`src/design/particle_pair_repulsive_force_assert.svh`:
```
// Assertion helpers for the pair force block
`ifndef PARTICLE_PAIR_REPULSIVE_FORCE_ASSERT_SVH
`define PARTICLE_PAIR_REPULSIVE_FORCE_ASSERT_SVH

// same-cycle implication
`define PPR_ASSERT_NOW(label, ante, cons) \
    label: assert property (@(posedge clk) disable iff (!rst_n) (ante) |-> (cons)) \
        else $error("ppr check failed");

// next-cycle implication
`define PPR_ASSERT_NEXT(label, ante, cons) \
    label: assert property (@(posedge clk) disable iff (!rst_n) (ante) |=> (cons)) \
        else $error("ppr check failed");

`endif

```
`src/design/ppr_pkg.sv`:
```
package ppr_pkg;

    localparam int COORD_W   = 32;
    localparam int DIFF_W    = 33;
    localparam int RAD_W     = 31;
    localparam int RSUM_W    = 32;
    localparam int RX_W      = 33;
    localparam int SQ_W      = 66;
    localparam int SQRT_IN_W = 68;
    localparam int ROOT_W    = 34;
    localparam int REM_W     = 36;
    localparam int SQRT_STEPS = 34;
    localparam int GAP_W     = 50;
    localparam int GAP_HALF  = 25;
    localparam int PC_W      = 49;
    localparam int PC_HALF   = 24;
    localparam int K_W       = 32;
    localparam int CFG_IDX_W = 2;
    localparam int CFG_DATA_W = 32;

    localparam logic [K_W-1:0]   INV_STIFF_RST = 32'd10000000;
    localparam logic [RAD_W-1:0] CUTOFF_RST    = 31'd131072;
    localparam logic [PC_W-1:0]  PRE_LIMIT     = 49'h1_0000_0000_0000;

    typedef enum logic [1:0] {
        ZONE_OVERLAP = 2'd0,
        ZONE_NEAR    = 2'd1,
        ZONE_FAR     = 2'd2
    } zone_t;

    typedef enum logic [CFG_IDX_W-1:0] {
        REG_INV_STIFF = 2'd0,
        REG_CUTOFF    = 2'd1
    } cfg_reg_t;

    // per-item data carried alongside the distance calculation
    typedef struct packed {
        logic [2:0][DIFF_W-1:0] mag;
        logic [2:0]             neg;
        logic [RSUM_W-1:0]      rsum;
        logic [RX_W-1:0]        rx;
    } side_t;

endpackage

```
`src/design/ppr_sqrt_stage.sv`:
```
// One result bit of the digit-by-digit square root, registered
module ppr_sqrt_stage (
    input  logic                               clk,
    input  logic                               adv,
    input  logic [ppr_pkg::SQRT_IN_W-1:0]      rad,
    input  logic [ppr_pkg::ROOT_W-1:0]         root,
    input  logic [ppr_pkg::REM_W-1:0]          rem,
    input  ppr_pkg::side_t                     side,
    output logic [ppr_pkg::SQRT_IN_W-1:0]      rad_out,
    output logic [ppr_pkg::ROOT_W-1:0]         root_out,
    output logic [ppr_pkg::REM_W-1:0]          rem_out,
    output ppr_pkg::side_t                     side_out
);

    logic [ppr_pkg::REM_W+1:0]     rem_sh;
    logic [ppr_pkg::REM_W+1:0]     trial;
    logic                          take;
    logic [ppr_pkg::SQRT_IN_W-1:0] rad_next;
    logic [ppr_pkg::ROOT_W-1:0]    root_next;
    logic [ppr_pkg::REM_W-1:0]     rem_next;
    logic [ppr_pkg::SQRT_IN_W-1:0] rad_reg;
    logic [ppr_pkg::ROOT_W-1:0]    root_reg;
    logic [ppr_pkg::REM_W-1:0]     rem_reg;
    ppr_pkg::side_t                side_reg;

    // bring down two radicand bits, try root*4+1
    always_comb
    begin
        rem_sh    = {rem, rad[ppr_pkg::SQRT_IN_W-1 -: 2]};
        trial     = {2'b00, root, 2'b01};
        take      = (rem_sh >= trial);
        rad_next  = {rad[ppr_pkg::SQRT_IN_W-3:0], 2'b00};
        root_next = {root[ppr_pkg::ROOT_W-2:0], take};
        rem_next  = take ? ppr_pkg::REM_W'(rem_sh - trial)
                         : ppr_pkg::REM_W'(rem_sh);
    end

    always_ff @(posedge clk)
    begin
        if (adv)
        begin
            rad_reg  <= rad_next;
            root_reg <= root_next;
            rem_reg  <= rem_next;
            side_reg <= side;
        end
    end

    assign rad_out  = rad_reg;
    assign root_out = root_reg;
    assign rem_out  = rem_reg;
    assign side_out = side_reg;

endmodule

```
`config.mk`:
```
export PLATFORM = sky130hd
export DESIGN_NAME = ppr_sqrt_stage
export DESIGN_NICKNAME = d
export VERILOG_FILES = /design/src/design/particle_pair_repulsive_force_assert.svh /design/src/design/ppr_pkg.sv /design/src/design/ppr_sqrt_stage.sv
export SDC_FILE = /design/constraint.sdc
export NUM_CORES = 1
export LEC_CHECK = 0
export ABC_AREA = 1
export BUFFER_PORTS_ARGS = -buffer_cell sky130_fd_sc_hd__buf_2
export CAP_MARGIN = 20
export CORE_AREA = 2 2 239 241
export CTS_CLUSTER_DIAMETER = 80
export DETAILED_ROUTE_END_ITERATION = 6
export DIE_AREA = 0 0 241 243
export MAX_ROUTING_LAYER = met4
export SLEW_MARGIN = 30
export SYNTH_ARGS = -nofsm -noshare
export SYNTH_HDL_FRONTEND = slang
export SYNTH_SLANG_ARGS = --single-unit
```
`constraint.sdc`:
```
create_clock -name clk -period 2.56 [get_ports clk]
set_input_delay 0.512 -clock clk [delete_from_list [all_inputs] [get_ports clk]]
set_output_delay 0.512 -clock clk [all_outputs]
set_load 0.1 [all_outputs]
```
-- Word level (Yosys, flattened, before mapping)
Cells that the tools add are included.
- register bits: 303
- bits in latches: 0
- bits in writable memories: 0
- ROM bits: 0
- input port bits: 307
- output and inout bits: 305
- logic and storage cells: 12
- memories: 0
- add/subtract/negate cells: 1
- multiply operators: 0
- div/mod/pow operators: 0
- $lt $le $gt $ge: 1
- equality and inequality tests: 0
- shift operators: 0
- mux-type cells: 1
- bitwise logic cells: 0
- reductions and logical operators: 0
- operator list (kind ; count):
    $ge A38 B36 Y1 ; 1
    $mux W36 ; 1
    $sub A36 B36 Y36 ; 1

-- Depth between registers and ports, before layout
- depth in word-level cells: 2
- gate-level depth with buffers: 16
- gate-level depth less buffers: 15

-- Worst setup path after synthesis
Ideal clock, no wire load.
- kind: input to register
- start point: input root[27] (netlist bit)
- end point: register rem_reg, in the netlist rem_out[17] (data pin)
- library setup time: 252 ps
- arrival: 1909 ps
- data required time: 2308 ps
- setup slack: 399 ps
- stages on the path: 11
- buffers on the path: 2
- cell sequence: inv_1 ha_1 a21oi_1 and2_1 nand2_1 a21oi_1 nand4_2 buf_6 buf_12 nand2_2 nand2_1
- word-level cells in the longest chain between the ends: 2
- RTL lines (what ; line ; source):
    start, declared ; ppr_sqrt_stage.sv:6 ; input logic [ppr_pkg::ROOT_W-1:0] root,
    $ge A38 B36 Y1 ; ppr_sqrt_stage.sv:31 ; take = (rem_sh >= trial);
    $mux W36 ; ppr_sqrt_stage.sv:34 ; rem_next = take ? ppr_pkg::REM_W'(rem_sh - trial)
    named net rem_next, one bit ; ppr_sqrt_stage.sv:20 ; logic [ppr_pkg::REM_W-1:0] rem_next;
    end signal, assigned ; ppr_sqrt_stage.sv:44 ; rem_reg <= rem_next;
    end, declared ; ppr_sqrt_stage.sv:23 ; logic [ppr_pkg::REM_W-1:0] rem_reg;
The timed path passes the listed nets, and every way through them passes these cells.
A chain may end at the register's enable or synchronous reset.

-- Final worst setup path
- start point: input root[15] (netlist bit)
- end point: register rem_reg, in the netlist rem_out[27] (data pin)
- word-level cells in the longest chain between the ends: 2
- elaborated cells between the ends (all ways): 3
- classes of those cells: add/sub: 1; order compare: 1; mux: 1
- RTL lines (what ; line):
    $sub A36 B36 Y36 / $ge A38 B36 Y1 (equally long branches) ; ppr_sqrt_stage.sv:34, ppr_sqrt_stage.sv:31
    $mux W36 * ; ppr_sqrt_stage.sv:34
    named net rem_next, one bit ; ppr_sqrt_stage.sv:20
Mark *: on every way through the listed nets, which the timed path passes. The rest lies on a longest branch.

==> results.txt <==
After synthesis, the largest family of logic cells by area is simple AND/OR/NAND/NOR gates. For the number of global-route vias before repair, the log shows 10,391. The number of DRC markers after the initial detailed-route iteration came out at 552. The run finished with clean final reports.

Summing all multi-input logic gate instances after layout gives 0.00303 sq mm. In the routed design, unresolved DRC markers number 0. Timing startpoint of the critical path: root[15].

The number of failing hold endpoints at the final stage was 0. Dividing the detail-routed via count by the number of cells gives 4.08. In this run the cell area of the synthesized design comes to 0.0128 sq mm. The worst setup path is of the in2reg kind. At the worst endpoint, the required time is 2.86 ns.

For the final-report setup violation count, the log shows 0. The XOR/XNOR share of the synthesized area was 0.0123; the number of buffers created by CTS was 40. Highest-delay cell along the critical path: ha_1. The core region is 0.0560 sq mm. The count of nets left with antenna violations once routing finished came out at 0.

In this run, synthesis produced a sequential element count of 303. The tools report the number of antenna violations at the first check in global routing as 24. For the core occupancy in the finished layout, the log shows 0.335.

Origin of the worst min-delay path: side[56]. The path class of the tightest hold or removal check is in2reg. Of all nets on the critical path, the largest fanout is 4.

Dividing the detail-routed wire length by the instance count gives 22.4 microns. The count of mapped cells out of synthesis is 998. Area fraction in compound gates after synthesis: 0.0183.

For the sequential share of the synthesized area, the log shows 0.711. The kind of cell with the highest combined delay along the critical path is simple AND/OR/NAND/NOR gates. Hold repair after CTS inserted 0 buffers. The routed layout has 10,251 vias.

The run gives 2 as the H-tree depth. The highest achievable clock rate was 461 MHz; the area of placed instances was 0.0174 sq mm. The post-route fraction of the period consumed by the critical path was 0.847; the leakage power of the design was 8.62 nW. The fraction of final layout cells sized beyond drive strength 1 is 0.481, and the overall die width is 241 microns.

Storage element area: 0.00910 sq mm. Most numerous cell on the critical path: nand2_1. Traced cell by cell, the critical path runs through buf_2, inv_1, ha_1, nand2_1, inv_1, nand2_1, a21oi_1, nor2_1, buf_4, nor2_1, nor2_1, nand2_1, nand2_1, nand3_1, nand2_1.

At the pin with the least slew margin, the transition time is 0.689 ns. The post-synthesis mux area share is 0, and the post-detailed-placement half-perimeter wirelength is 46,700 microns. Buffering stage count on the worst path with inverters included: 4. Kind of end point of the critical path: a flop.

The count of buffers added on input and output ports is 609. The signed area change from the synthesized netlist to the final layout is 46.2%. For the overall fraction of global-route tracks in use, the log shows 0.190. The basic-gate share of the synthesized area counting and, or, nand and nor cells is 0.171, and the clock-pin slew of the registers on the worst-case setup and hold paths is 0.06 ns.

The die covers 0.0586 sq mm. Number of gates given a new drive strength after cts: 0. TritonCTS built the clock tree. Counting along the longest clock path gives a buffer depth of 3. Setup repair after global routing left no endpoint under its margin. For the placement row count, the log shows 87. Among all flip-flop cells after synthesis, the most frequent one is edfxtp_1. The synthesized netlist contains 33 unique library cells.

The post-route cell area is 0.0187 sq mm, and the detailed-routing iteration count for the pre-antenna-repair pass is 5. IR analysis of the VDD net gives a maximum drop of 473 uV. The total detailed-routing wirelength is 56,200 microns.

Max-slew violation count: 0. STA classifies the critical path startpoint as an input pin. The initial standard-cell utilization of the core is 0.229.

Total number of cells along the worst setup path: 15. The number of setup buffers added after CTS is 0. The net total in the final layout was 2,061. Data on the critical path arrives at its endpoint at 2.47 ns. The total of max-cap violations is 0, and the synthesized area divided by synthesized cell count is 12.8 sq um.

The layout has 5,758 filler cells. Clock tree root buffer cell: clkbuf_16. The post-synthesis share of cell area spent on full adders, half adders and majority gates came out at 0.0352.

The number of primary I/O pins was 612; the max-slew headroom at the worst pin was 0.544. The total power divided by cell area was 899 mW/mm^2. The overall overflow remaining after global route came out at 0. Yosys printed 0 warnings. The overall power of the completed layout is 16.8 mW, and the minimum period implied by the final worst setup slack is 2.17 ns. The cell depth of the worst hold path is 1, and the die extent in y is 243 microns. The count of clock tree sinks came out at 303. The highest cell delay on the worst timing path came out at 0.40 ns. The final RePlAce weighted congestion came out at 0.936. Entering global routing, the biggest net connects 88 pins.

The async set or reset register ratio after synthesis came out at 0. The first global-routing pass estimated 75,200 microns of wire. Yosys mapped a number of flops with a built-in enable equal to 303.
==> placed cells by master (no fill, tap or decap), drive strengths merged, types with 3 or more instances in the layout <==
cell type,netlist,final
nand4,7,7
clkinvlp,0,3
nand2,284,284
o21bai,9,9
nand3b,9,9
nand3,79,79
bufinv,0,4
diode,0,14
o21ai,5,5
and2,3,3
buf,14,691
clkinv,2,14
clkbuf,0,42
ha,36,36
inv,131,139
nor2,61,61
edfxtp,303,303
nor3,8,8
a21oi,26,26
xor2,17,17
==> cell type report <==
type / instances / area share
Sequential cell: 303 / 0.486
Timing Repair Buffer: 691 / 0.203
Multi-Input combinational cell: 549 / 0.162
Clock buffer: 42 / 0.0539
Tap cell: 756 / 0.0505
Inverter: 133 / 0.0267
Clock inverter: 27 / 0.0159
Antenna cell: 14 / 0.00187
==> power breakdown <==
part | switching [mW] | total (mW) | internal [mW] | leakage, nW
logic | 4.23 | 5.09 | 0.862 | 5.02
clock network | 2.29 | 5.60 | 3.31 | 0.633
registers | 0.152 | 6.13 | 5.97 | 2.97
total | 6.67 | 16.8 | 10.2 | 8.62
==> per-layer routing <==
| metal | part of all wire | routed length (microns) | track usage | vias up |
|---|---|---|---|---|
| li1 | - | - | - | 4847 |
| met1 | 0.36 | 20500 | 0.199 | 4913 |
| met2 | 0.51 | 28600 | 0.329 | 427 |
| met3 | 0.099 | 5560 | 0.0718 | 64 |
| met4 | 0.028 | 1580 | 0.0597 | 0 |
| met5 | 0 | 0 | - | - |
==> worst paths after layout <==
kind / to / slack (ns)
worst min-delay path: side_out[56] / 0.13
worst max-delay path: rem_out[27] / 0.39
==> sequential cells by signal (all words and copies together) (netlist names) <==
signal,count
rad_out,66
rem_out,36
root_out,34
side_out,167
==> cell families after synthesis <==
| logic type | count (synthesis) |
|---|---|
| xor gates and xnor gates | 18 |
| other | 1 |
| buffers and inverters | 147 |
| and+or+nand+nor | 452 |
| adders and majority gates | 36 |
| AOI/OAI and AO/OA | 41 |
| DFF | 303 |
==> through the flow <==
step                      std cells  TNS [ns]  hold WS (ns)  worst slack, ns
after floorplan                 999         0         0.611            0.399
after global placement         2432     -1.63         0.689           -0.224
after detailed placement       2432     -2.42         0.690           -0.158
after CTS                      2501         0        0.0925            0.424
after global routing           2514         0         0.102            0.270
final                          2515         0         0.134            0.391
==> cell usage after synthesis (3+ instances only) <==
cell type,number,share of area
a21oi_1,25,0.0098
and2_1,3,0.0015
buf_12,4,0.0063
buf_6,5,0.0044
edfxtp_1,303,0.71
ha_1,36,0.035
inv_1,129,0.038
nand2_1,248,0.073
nand2_2,35,0.017
nand3_1,48,0.019
nand3_2,31,0.024
nand3b_1,9,0.0053
nand4_1,6,0.0029
nor2_1,47,0.014
nor2_2,10,0.0049
nor2_4,4,0.0035
nor3_1,7,0.0027
o21ai_0,5,0.0020
o21bai_1,9,0.0053
xor2_1,17,0.012
(Power assumes the default switching activity.)
